`config.mk`:
```
export PLATFORM = sky130hd
export DESIGN_NAME = utf8_to_utf16_decoder_flat
export DESIGN_NICKNAME = d
export VERILOG_FILES = /design/src/hdl/u8u16_pkg.sv /design/src/hdl/u8u16_stream_if.sv /design/src/hdl/utf8_to_utf16_decoder.sv /design/src/hdl/u8u16_decode.sv /design/src/flat_wrapper.sv
export VERILOG_INCLUDE_DIRS = /design/src /design/src/hdl
export SDC_FILE = /design/constraint.sdc
export NUM_CORES = 1
export LEC_CHECK = 0
export BUFFER_PORTS_ARGS = -buffer_cell sky130_fd_sc_hd__clkbuf_2
export CAP_MARGIN = 20
export CORE_ASPECT_RATIO = 2
export CORE_MARGIN = 5
export CORE_UTILIZATION = 33
export CTS_BUF_LIST = sky130_fd_sc_hd__clkbuf_2
export DETAILED_ROUTE_END_ITERATION = 12
export GPL_ROUTABILITY_DRIVEN = 1
export PLACE_DENSITY = 0.57
export SLEW_MARGIN = 20
export SYNTH_ARGS = -nofsm -noshare
export SYNTH_HDL_FRONTEND = slang
export SYNTH_SLANG_ARGS = --single-unit
export TNS_END_PERCENT = 5
```
`constraint.sdc`:
```
create_clock -name i_clk -period 4.2 [get_ports i_clk]
set_clock_uncertainty 0.1 [all_clocks]
set_input_delay 0.21 -clock i_clk [delete_from_list [all_inputs] [get_ports i_clk]]
set_output_delay 0.21 -clock i_clk [all_outputs]
set_load 0.01 [all_outputs]
```
`src/hdl/utf8_to_utf16_decoder_defines.svh`:
```
// ----------------------------------------------------------------------------
// UTF-8 to UTF-16 decoder assertion macros
// Shared property macros for the decoder's concurrent checks.
// ----------------------------------------------------------------------------
`ifndef UTF8_TO_UTF16_DECODER_DEFINES_SVH
`define UTF8_TO_UTF16_DECODER_DEFINES_SVH

`ifndef NO_ASSERTIONS

`define U8U16_ASSERT_NOW(label, clk, rst_n, ante, cons) \
    label: assert property (@(posedge clk) disable iff (!(rst_n)) (ante) |-> (cons)) \
        else $error("u8u16 check failed in the same cycle");

`define U8U16_ASSERT_NEXT(label, clk, rst_n, ante, cons) \
    label: assert property (@(posedge clk) disable iff (!(rst_n)) (ante) |=> (cons)) \
        else $error("u8u16 check failed in the following cycle");

`else

`define U8U16_ASSERT_NOW(label, clk, rst_n, ante, cons)
`define U8U16_ASSERT_NEXT(label, clk, rst_n, ante, cons)

`endif

`endif

```
`src/hdl/u8u16_pkg.sv`:
```
// ----------------------------------------------------------------------------
// u8u16_pkg
// Types and constants shared by the UTF-8 to UTF-16 decoder files.
// ----------------------------------------------------------------------------
`default_nettype none

package u8u16_pkg;

    localparam int unsigned MaxUnits = 3;

    localparam logic [15:0] ReplacementUnit   = 16'hFFFD;
    localparam logic [20:0] SupplementaryBase = 21'h10000;
    localparam logic [15:0] HighSurrogateBase = 16'hD800;
    localparam logic [15:0] LowSurrogateBase  = 16'hDC00;
    localparam logic [15:0] TerminatorUnit    = 16'h0000;

    // Units produced by one input byte, in emission order.
    typedef struct packed {
        logic [1:0]                 cnt;
        logic [MaxUnits-1:0][15:0]  unit;
        logic [MaxUnits-1:0]        term;
    } t_group;

endpackage

`default_nettype wire

```
`src/hdl/u8u16_stream_if.sv`:
```
// ----------------------------------------------------------------------------
// u8u16 stream interfaces
// Valid/ready channels for UTF-8 bytes in and UTF-16 code units out.
// ----------------------------------------------------------------------------
`default_nettype none

interface u8u16_byte_if;
    logic       valid;
    logic       ready;
    logic [7:0] byte_in;
    logic       last_byte;

    modport source (output valid, output byte_in, output last_byte, input ready);
    modport sink (input valid, input byte_in, input last_byte, output ready);
endinterface

interface u8u16_unit_if;
    logic        valid;
    logic        ready;
    logic [15:0] code_unit;
    logic        is_terminator;

    modport source (output valid, output code_unit, output is_terminator, input ready);
    modport sink (input valid, input code_unit, input is_terminator, output ready);
endinterface

`default_nettype wire

```
`src/hdl/utf8_to_utf16_decoder.sv`:
```
// ----------------------------------------------------------------------------
// utf8_to_utf16_decoder
// Streaming UTF-8 to UTF-16 transcoder with a closing terminator unit.
// ----------------------------------------------------------------------------
// The input channel carries one UTF-8 byte per transaction, with last_byte set
// on the final byte of a string. The output channel carries one UTF-16 code
// unit per transaction; is_terminator marks the zero unit that closes a string.
// A byte enters an input register, is decoded from there and its units are
// loaded into a three-entry result buffer once the buffer can take them. The
// first unit of a byte is then offered from the head of that buffer.
// The block takes one byte per cycle while the receiver is ready, as long as
// each byte yields at most one unit. A byte that completes a supplementary
// code point, or a last byte that adds a terminator, holds the input while
// the result buffer drains, one unit per cycle while the receiver is ready.
// Reset clears the input register, the buffer and any pending sequence.
// When the receiver stalls, the buffer and then the input register fill and
// ready drops; no transaction is lost.
// ----------------------------------------------------------------------------
`default_nettype none
`include "utf8_to_utf16_decoder_defines.svh"

module utf8_to_utf16_decoder
    import u8u16_pkg::*;
(
    input  wire logic   i_clk,
    input  wire logic   i_rst_n,
    u8u16_byte_if.sink  i_byte,
    u8u16_unit_if.source o_unit
);

    logic                      r_in_vld;
    logic [7:0]                r_in_byte;
    logic                      r_in_last;
    logic [1:0]                r_cnt;
    logic [1:0]                n_cnt;
    logic [MaxUnits-1:0][15:0] r_unit;
    logic [MaxUnits-1:0][15:0] n_unit;
    logic [MaxUnits-1:0]       r_term;
    logic [MaxUnits-1:0]       n_term;
    logic                      w_load;
    logic                      w_pop;
    t_group                    w_grp;

    assign w_pop  = (r_cnt != 2'd0) && o_unit.ready;
    assign w_load = r_in_vld && ((r_cnt == 2'd0) || ((r_cnt == 2'd1) && o_unit.ready));
    assign i_byte.ready = !r_in_vld || w_load;

    assign o_unit.valid         = (r_cnt != 2'd0);
    assign o_unit.code_unit     = r_unit[0];
    assign o_unit.is_terminator = r_term[0];

    u8u16_decode u_decode (
        .i_clk   (i_clk),
        .i_rst_n (i_rst_n),
        .i_adv   (w_load),
        .i_byte  (r_in_byte),
        .i_last  (r_in_last),
        .o_grp   (w_grp)
    );

    always_ff @(posedge i_clk) begin
        if (!i_rst_n) begin
            r_in_vld <= 1'b0;
        end else if (i_byte.ready) begin
            r_in_vld <= i_byte.valid;
        end
    end

    always_ff @(posedge i_clk) begin
        if (i_byte.ready && i_byte.valid) begin
            r_in_byte <= i_byte.byte_in;
            r_in_last <= i_byte.last_byte;
        end
    end

    always_comb begin
        n_cnt  = r_cnt;
        n_unit = r_unit;
        n_term = r_term;
        if (w_load) begin
            n_cnt  = w_grp.cnt;
            n_unit = w_grp.unit;
            n_term = w_grp.term;
        end else if (w_pop) begin
            n_cnt  = r_cnt - 2'd1;
            n_unit = {16'd0, r_unit[MaxUnits-1:1]};
            n_term = {1'b0, r_term[MaxUnits-1:1]};
        end
    end

    always_ff @(posedge i_clk) begin
        if (!i_rst_n) begin
            r_cnt <= '0;
        end else begin
            r_cnt <= n_cnt;
        end
    end

    always_ff @(posedge i_clk) begin
        r_unit <= n_unit;
        r_term <= n_term;
    end

    `U8U16_ASSERT_NOW(a_term_is_final, i_clk, i_rst_n,
        r_cnt != 2'd0 && r_term[0], r_cnt == 2'd1)
    `U8U16_ASSERT_NEXT(a_last_gives_output, i_clk, i_rst_n,
        w_load && r_in_last, r_cnt != 2'd0)
    `U8U16_ASSERT_NOW(a_term_unit_zero, i_clk, i_rst_n,
        r_cnt != 2'd0 && r_term[0], r_unit[0] == TerminatorUnit)

endmodule

`default_nettype wire

```
`src/hdl/u8u16_decode.sv`:
```
// ----------------------------------------------------------------------------
// u8u16_decode
// Holds the sequence state and turns one byte into a group of up to three
// UTF-16 code units.
// ----------------------------------------------------------------------------
`default_nettype none
`include "utf8_to_utf16_decoder_defines.svh"

module u8u16_decode
    import u8u16_pkg::*;
(
    input  wire logic       i_clk,
    input  wire logic       i_rst_n,
    input  wire logic       i_adv,
    input  wire logic [7:0] i_byte,
    input  wire logic       i_last,
    output t_group          o_grp
);

    logic [1:0]  r_exp;
    logic [1:0]  n_exp;
    logic [20:0] r_acc;
    logic [20:0] n_acc;
    logic [20:0] w_acc_sh;
    logic [20:0] w_cp_off;
    logic [1:0]  w_nd;
    logic [15:0] w_u0;
    logic [15:0] w_u1;

    assign w_acc_sh = {r_acc[14:0], i_byte[5:0]};
    assign w_cp_off = w_acc_sh - SupplementaryBase;

    always_comb begin
        n_exp = r_exp;
        n_acc = r_acc;
        w_nd  = 2'd0;
        w_u0  = '0;
        w_u1  = '0;
        if (r_exp != 2'd0) begin
            if (i_byte[7:6] != 2'b10) begin
                w_nd  = 2'd1;
                w_u0  = ReplacementUnit;
                n_exp = 2'd0;
            end else begin
                n_acc = w_acc_sh;
                n_exp = r_exp - 2'd1;
                if (r_exp == 2'd1) begin
                    if (w_acc_sh[20:16] != 5'd0) begin
                        w_nd = 2'd2;
                        w_u0 = HighSurrogateBase + {6'd0, w_cp_off[19:10]};
                        w_u1 = LowSurrogateBase + {6'd0, w_cp_off[9:0]};
                    end else begin
                        w_nd = 2'd1;
                        w_u0 = w_acc_sh[15:0];
                    end
                end
            end
        end else begin
            case (i_byte) inside
                [8'h00:8'h7F]: begin
                    w_nd = 2'd1;
                    w_u0 = {8'd0, i_byte};
                end
                [8'hC0:8'hDF]: begin
                    n_exp = 2'd1;
                    n_acc = {16'd0, i_byte[4:0]};
                end
                [8'hE0:8'hEF]: begin
                    n_exp = 2'd2;
                    n_acc = {17'd0, i_byte[3:0]};
                end
                [8'hF0:8'hF7]: begin
                    n_exp = 2'd3;
                    n_acc = {18'd0, i_byte[2:0]};
                end
                default: begin
                end
            endcase
        end

        o_grp         = '0;
        o_grp.unit[0] = w_u0;
        o_grp.unit[1] = w_u1;
        o_grp.cnt     = w_nd;
        if (i_last) begin
            n_exp            = 2'd0;
            n_acc            = '0;
            o_grp.unit[w_nd] = TerminatorUnit;
            o_grp.term[w_nd] = 1'b1;
            o_grp.cnt        = w_nd + 2'd1;
        end
    end

    always_ff @(posedge i_clk) begin
        if (!i_rst_n) begin
            r_exp <= '0;
            r_acc <= '0;
        end else if (i_adv) begin
            r_exp <= n_exp;
            r_acc <= n_acc;
        end
    end

    `U8U16_ASSERT_NEXT(a_last_clears_state, i_clk, i_rst_n, i_adv && i_last,
        r_exp == 2'd0 && r_acc == 21'd0)
    `U8U16_ASSERT_NOW(a_ascii_one_unit, i_clk, i_rst_n,
        i_adv && !i_last && r_exp == 2'd0 && !i_byte[7], o_grp.cnt == 2'd1)
    `U8U16_ASSERT_NOW(a_lead_no_unit, i_clk, i_rst_n,
        r_exp == 2'd0 && i_byte[7:6] == 2'b11 && !i_last, o_grp.cnt == 2'd0)

endmodule

`default_nettype wire

```
`src/flat_wrapper.sv`:
```
// flat-port wrapper written by rule: the top's interface ports become plain ports
module utf8_to_utf16_decoder_flat import u8u16_pkg::*;
  (i_clk, i_rst_n, i_byte_valid, i_byte_byte_in, i_byte_last_byte, i_byte_ready, o_unit_valid, o_unit_code_unit, o_unit_is_terminator, o_unit_ready);
  u8u16_byte_if i_byte_i ();
  u8u16_unit_if o_unit_i ();
  input  wire logic i_clk;
  input  wire logic i_rst_n;
  input wire logic [$bits(i_byte_i.valid)-1:0] i_byte_valid;
  input wire logic [$bits(i_byte_i.byte_in)-1:0] i_byte_byte_in;
  input wire logic [$bits(i_byte_i.last_byte)-1:0] i_byte_last_byte;
  output wire logic [$bits(i_byte_i.ready)-1:0] i_byte_ready;
  output wire logic [$bits(o_unit_i.valid)-1:0] o_unit_valid;
  output wire logic [$bits(o_unit_i.code_unit)-1:0] o_unit_code_unit;
  output wire logic [$bits(o_unit_i.is_terminator)-1:0] o_unit_is_terminator;
  input wire logic [$bits(o_unit_i.ready)-1:0] o_unit_ready;
  assign i_byte_i.valid = i_byte_valid;
  assign i_byte_i.byte_in = i_byte_byte_in;
  assign i_byte_i.last_byte = i_byte_last_byte;
  assign i_byte_ready = i_byte_i.ready;
  assign o_unit_valid = o_unit_i.valid;
  assign o_unit_code_unit = o_unit_i.code_unit;
  assign o_unit_is_terminator = o_unit_i.is_terminator;
  assign o_unit_i.ready = o_unit_ready;
  utf8_to_utf16_decoder u_core (.i_clk(i_clk), .i_rst_n(i_rst_n), .i_byte(i_byte_i), .o_unit(o_unit_i));
endmodule
```
==> results.json <==
{
  "vias": 2237,
  "syn_area_sq_mm": 0.00307,
  "drc": 0,
  "grt_start_max_net_pins": 33,
  "cts_max_level": 3,
  "cts-buffers-inserted": 9,
  "via_per_inst": 5.34,
  "final_max_slew_viol_count": 0,
  "ys_seq_elements": 59,
  "worstPathRequired_ns": 4.49,
  "topRoutingLayerUsed": "met4",
  "hold_ws_ns": 0.0943,
  "portBuffers": 31,
  "slew_headroom_pct": 39.6,
  "fmax_mhz": 332,
  "crit_fanout": 13,
  "grt_util_all_layers_pct": 13.8,
  "cts_resized": 0,
  "ios": 32,
  "root_buffer": "clkbuf_2",
  "synth-edff-count": 39,
  "tightestPinTransition_ns": 0.905,
  "synth_ff_type": "edfxtp_1",
  "post-dp-hpwl_um": 5430,
  "yosysUniqueCellTypes": 56,
  "first_pass_iters": 4,
  "dieWidth_um": 78.2,
  "crit_path_frequent_cell": "ha_1",
  "cap_violations": 0,
  "synth_area_leader_cell": "edfxtp_1",
  "drive_gt1_share_pct": 19.3,
  "hold_violations": 0,
  "cts_tree": "yes",
  "dr_wl_met3_um": 266,
  "clkLatencyLatePin_ns": 0.51,
  "powerDensity_mw_per_mm2": 473,
  "post-route-period-util_pct": 71.6,
  "path_cells": "inv_1 -> ha_1 -> or4b_4 -> o211ai_4 -> inv_2 -> ha_1 -> nand2_1 -> nand4_1 -> a21oi_1 -> a221o_1",
  "core_sq_mm": 0.00907,
  "seq_area_frac_synth_pct": 51.2,
  "cp-end-kind": "flop",
  "yosysWarnings": 0,
  "cts_hold_buf": 10,
  "critPathSlowestCell": "or4b_4",
  "cp_num_buf_inv": 2,
  "syn2layout_area_growth_pct": 9.59,
  "rsz0062_at_grt": "no",
  "rows": 49,
  "startpoint_type": "flop",
  "status": "complete, no violations",
  "clk_pin_slew_ns": 0.18,
  "post_cts_buffers": 0,
  "setup_viol": 0,
  "p_leak_nw": 1.26,
  "wl_met1_um": 2420,
  "synthCells": 291,
  "wl_per_cell_um": 17.4,
  "drt_first_iter_violations": 131,
  "grt_pass1_vias": 2327,
  "synth_most_common_cell": "edfxtp_1",
  "async_flop_share_pct": 0,
  "route.met2.wl_um": 4130,
  "worst_ep_arrival_time_ns": 3.30,
  "initial_core_util_pct": 33.8,
  "yosys.area.top_type_share_pct": 38.2,
  "period_needed_ns": 3.01,
  "hp-class": "input pin to flop",
  "grt_pass1_wl_um": 12000,
  "max_stage_delay_ns": 0.58,
  "yosys-top-cells-area": "edfxtp_1 38%, dfxtp_1 13%, nand2_1 4.7%, buf_4 4.2%, mux2i_1 3.6%",
  "syn-num-nets": 312,
  "tns_ns": 0,
  "die_h_um": 146,
  "synth.avg_cell_area_sq_um": 10.5,
  "vdd_drop_max_uv": 211,
  "wl_um": 7290,
  "antenna_found_initial": 1,
  "netlist_top_cells_count": "39 x edfxtp_1, 38 x nand2_1, 20 x a21oi_1, 20 x dfxtp_1, 17 x buf_4",
  "path_class": "flop to flop",
  "die_area_sq_mm": 0.0114,
  "cts_buffer_depth": 2,
  "fin_nets": 332,
  "grt-ovfl-total": 0,
  "globalplace.congestion": 0.901,
  "path_delay_family": "simple AND/OR/NAND/NOR gates",
  "ant_nets": 0,
  "clock-sinks": 59
}
[area by class of cell]
cell class                      count  area [sq um]
Clock inverter                      3          40.0
Antenna cell                        1          2.50
Inverter                           12          45.0
Timing Repair Buffer               41           255
Fill cell                         940          5710
Tap cell                          102           128
Multi-Input combinational cell    188          1250
Clock buffer                       13          65.1
Sequential cell                    59          1570
[sequential cells by signal (all words and copies together) (netlist names)]
register and cells:
u_core.u_decode.r_exp 2, u_core.r_in_byte 8, u_core.r_unit 11, u_core.r_in_last 1, u_core.r_term 3, u_core.o_unit.code_unit 16, u_core.u_decode.r_acc 15, u_core.r_in_vld 1
u_core.r_cnt 2
[through the flow]
step / util (%) / power [W] / worst slack, ns / std cells / cell area [sq um]
after floorplan: - / 0.00118 / 1.67 / 291 / 3070
after global placement: 34.7 / 0.00125 / 1.38 / 392 / 3150
after detailed placement: 34.7 / 0.00126 / 1.25 / 392 / 3150
after CTS: 37.0 / 0.00161 / 1.20 / 418 / 3360
after global routing: 37.0 / 0.00170 / 0.945 / 419 / 3360
final: 37.0 / 0.00159 / 1.19 / 419 / 3360
[where the power goes]
part           total, W  internal [W]  switching (W)
clock          0.000349      0.000146       0.000203
combinational  0.000408      0.000152       0.000256
sequential     0.000832      0.000779      0.0000527
[worst reg2reg max path, cell delays in order, from the launching register on]
cell	delay [ns]
dfxtp_1	0.37
inv_1	0.07
ha_1	0.20
or4b_4	0.58
o211ai_4	0.25
inv_2	0.07
ha_1	0.19
nand2_1	0.07
nand4_1	0.49
a21oi_1	0.34
a221o_1	0.15
[cells by family (layout without fill, tap and decap cells)]
kind of cell               count (synthesis)  count (layout)  share of synthesized area (%)
AOI/OAI and AO/OA                         68              68                           15.4
xor gates and xnor gates                   1               1                          0.286
adders and majority gates                  8               8                           3.26
buffers and inverters                     44              69                           7.87
DFF                                       59              59                           51.2
muxes                                     13              13                           4.32
other                                      0               1                              0
and+or+nand+nor                           98              98                           17.6
[worst paths after layout]
check	cells past startpoint	from	to	slack (ns)
worst max register to register	10	u_core.u_decode.r_acc[10]$_SDFFE_PN0P_	u_core.o_unit.code_unit[2]$_DFFE_PP_	1.19
worst min-delay path	4	o_unit_ready	u_core.r_in_vld$_SDFFE_PN0N_	0.09
worst max-delay path	10	u_core.u_decode.r_acc[10]$_SDFFE_PN0P_	u_core.o_unit.code_unit[2]$_DFFE_PP_	1.19
worst min register to register	2	u_core.u_decode.r_acc[7]$_SDFFE_PN0P_	u_core.u_decode.r_acc[7]$_SDFFE_PN0P_	0.40
[cell usage in the layout, fill, tap and decap left out, types with 7 or more instances in the layout]
master          n
dlygate4sd3_1  10
inv_1          10
o21ai_1         7
clkbuf_2       44
dfxtp_1        20
edfxtp_1       39
nand2b_1        7
nand2_1        38
o21ai_0         8
ha_1            8
and2_1         15
a21oi_1        20
mux2i_1        11
nand3_1        12
[per-layer routing]
layer / global-route usage, % / up-vias
met5: 0 / -
met1: 12.5 / 1056
met2: 25.1 / 66
li1: - / 1086
met3: 3.39 / 29
met4: 11.6 / 0
(Power assumes the default switching activity.)
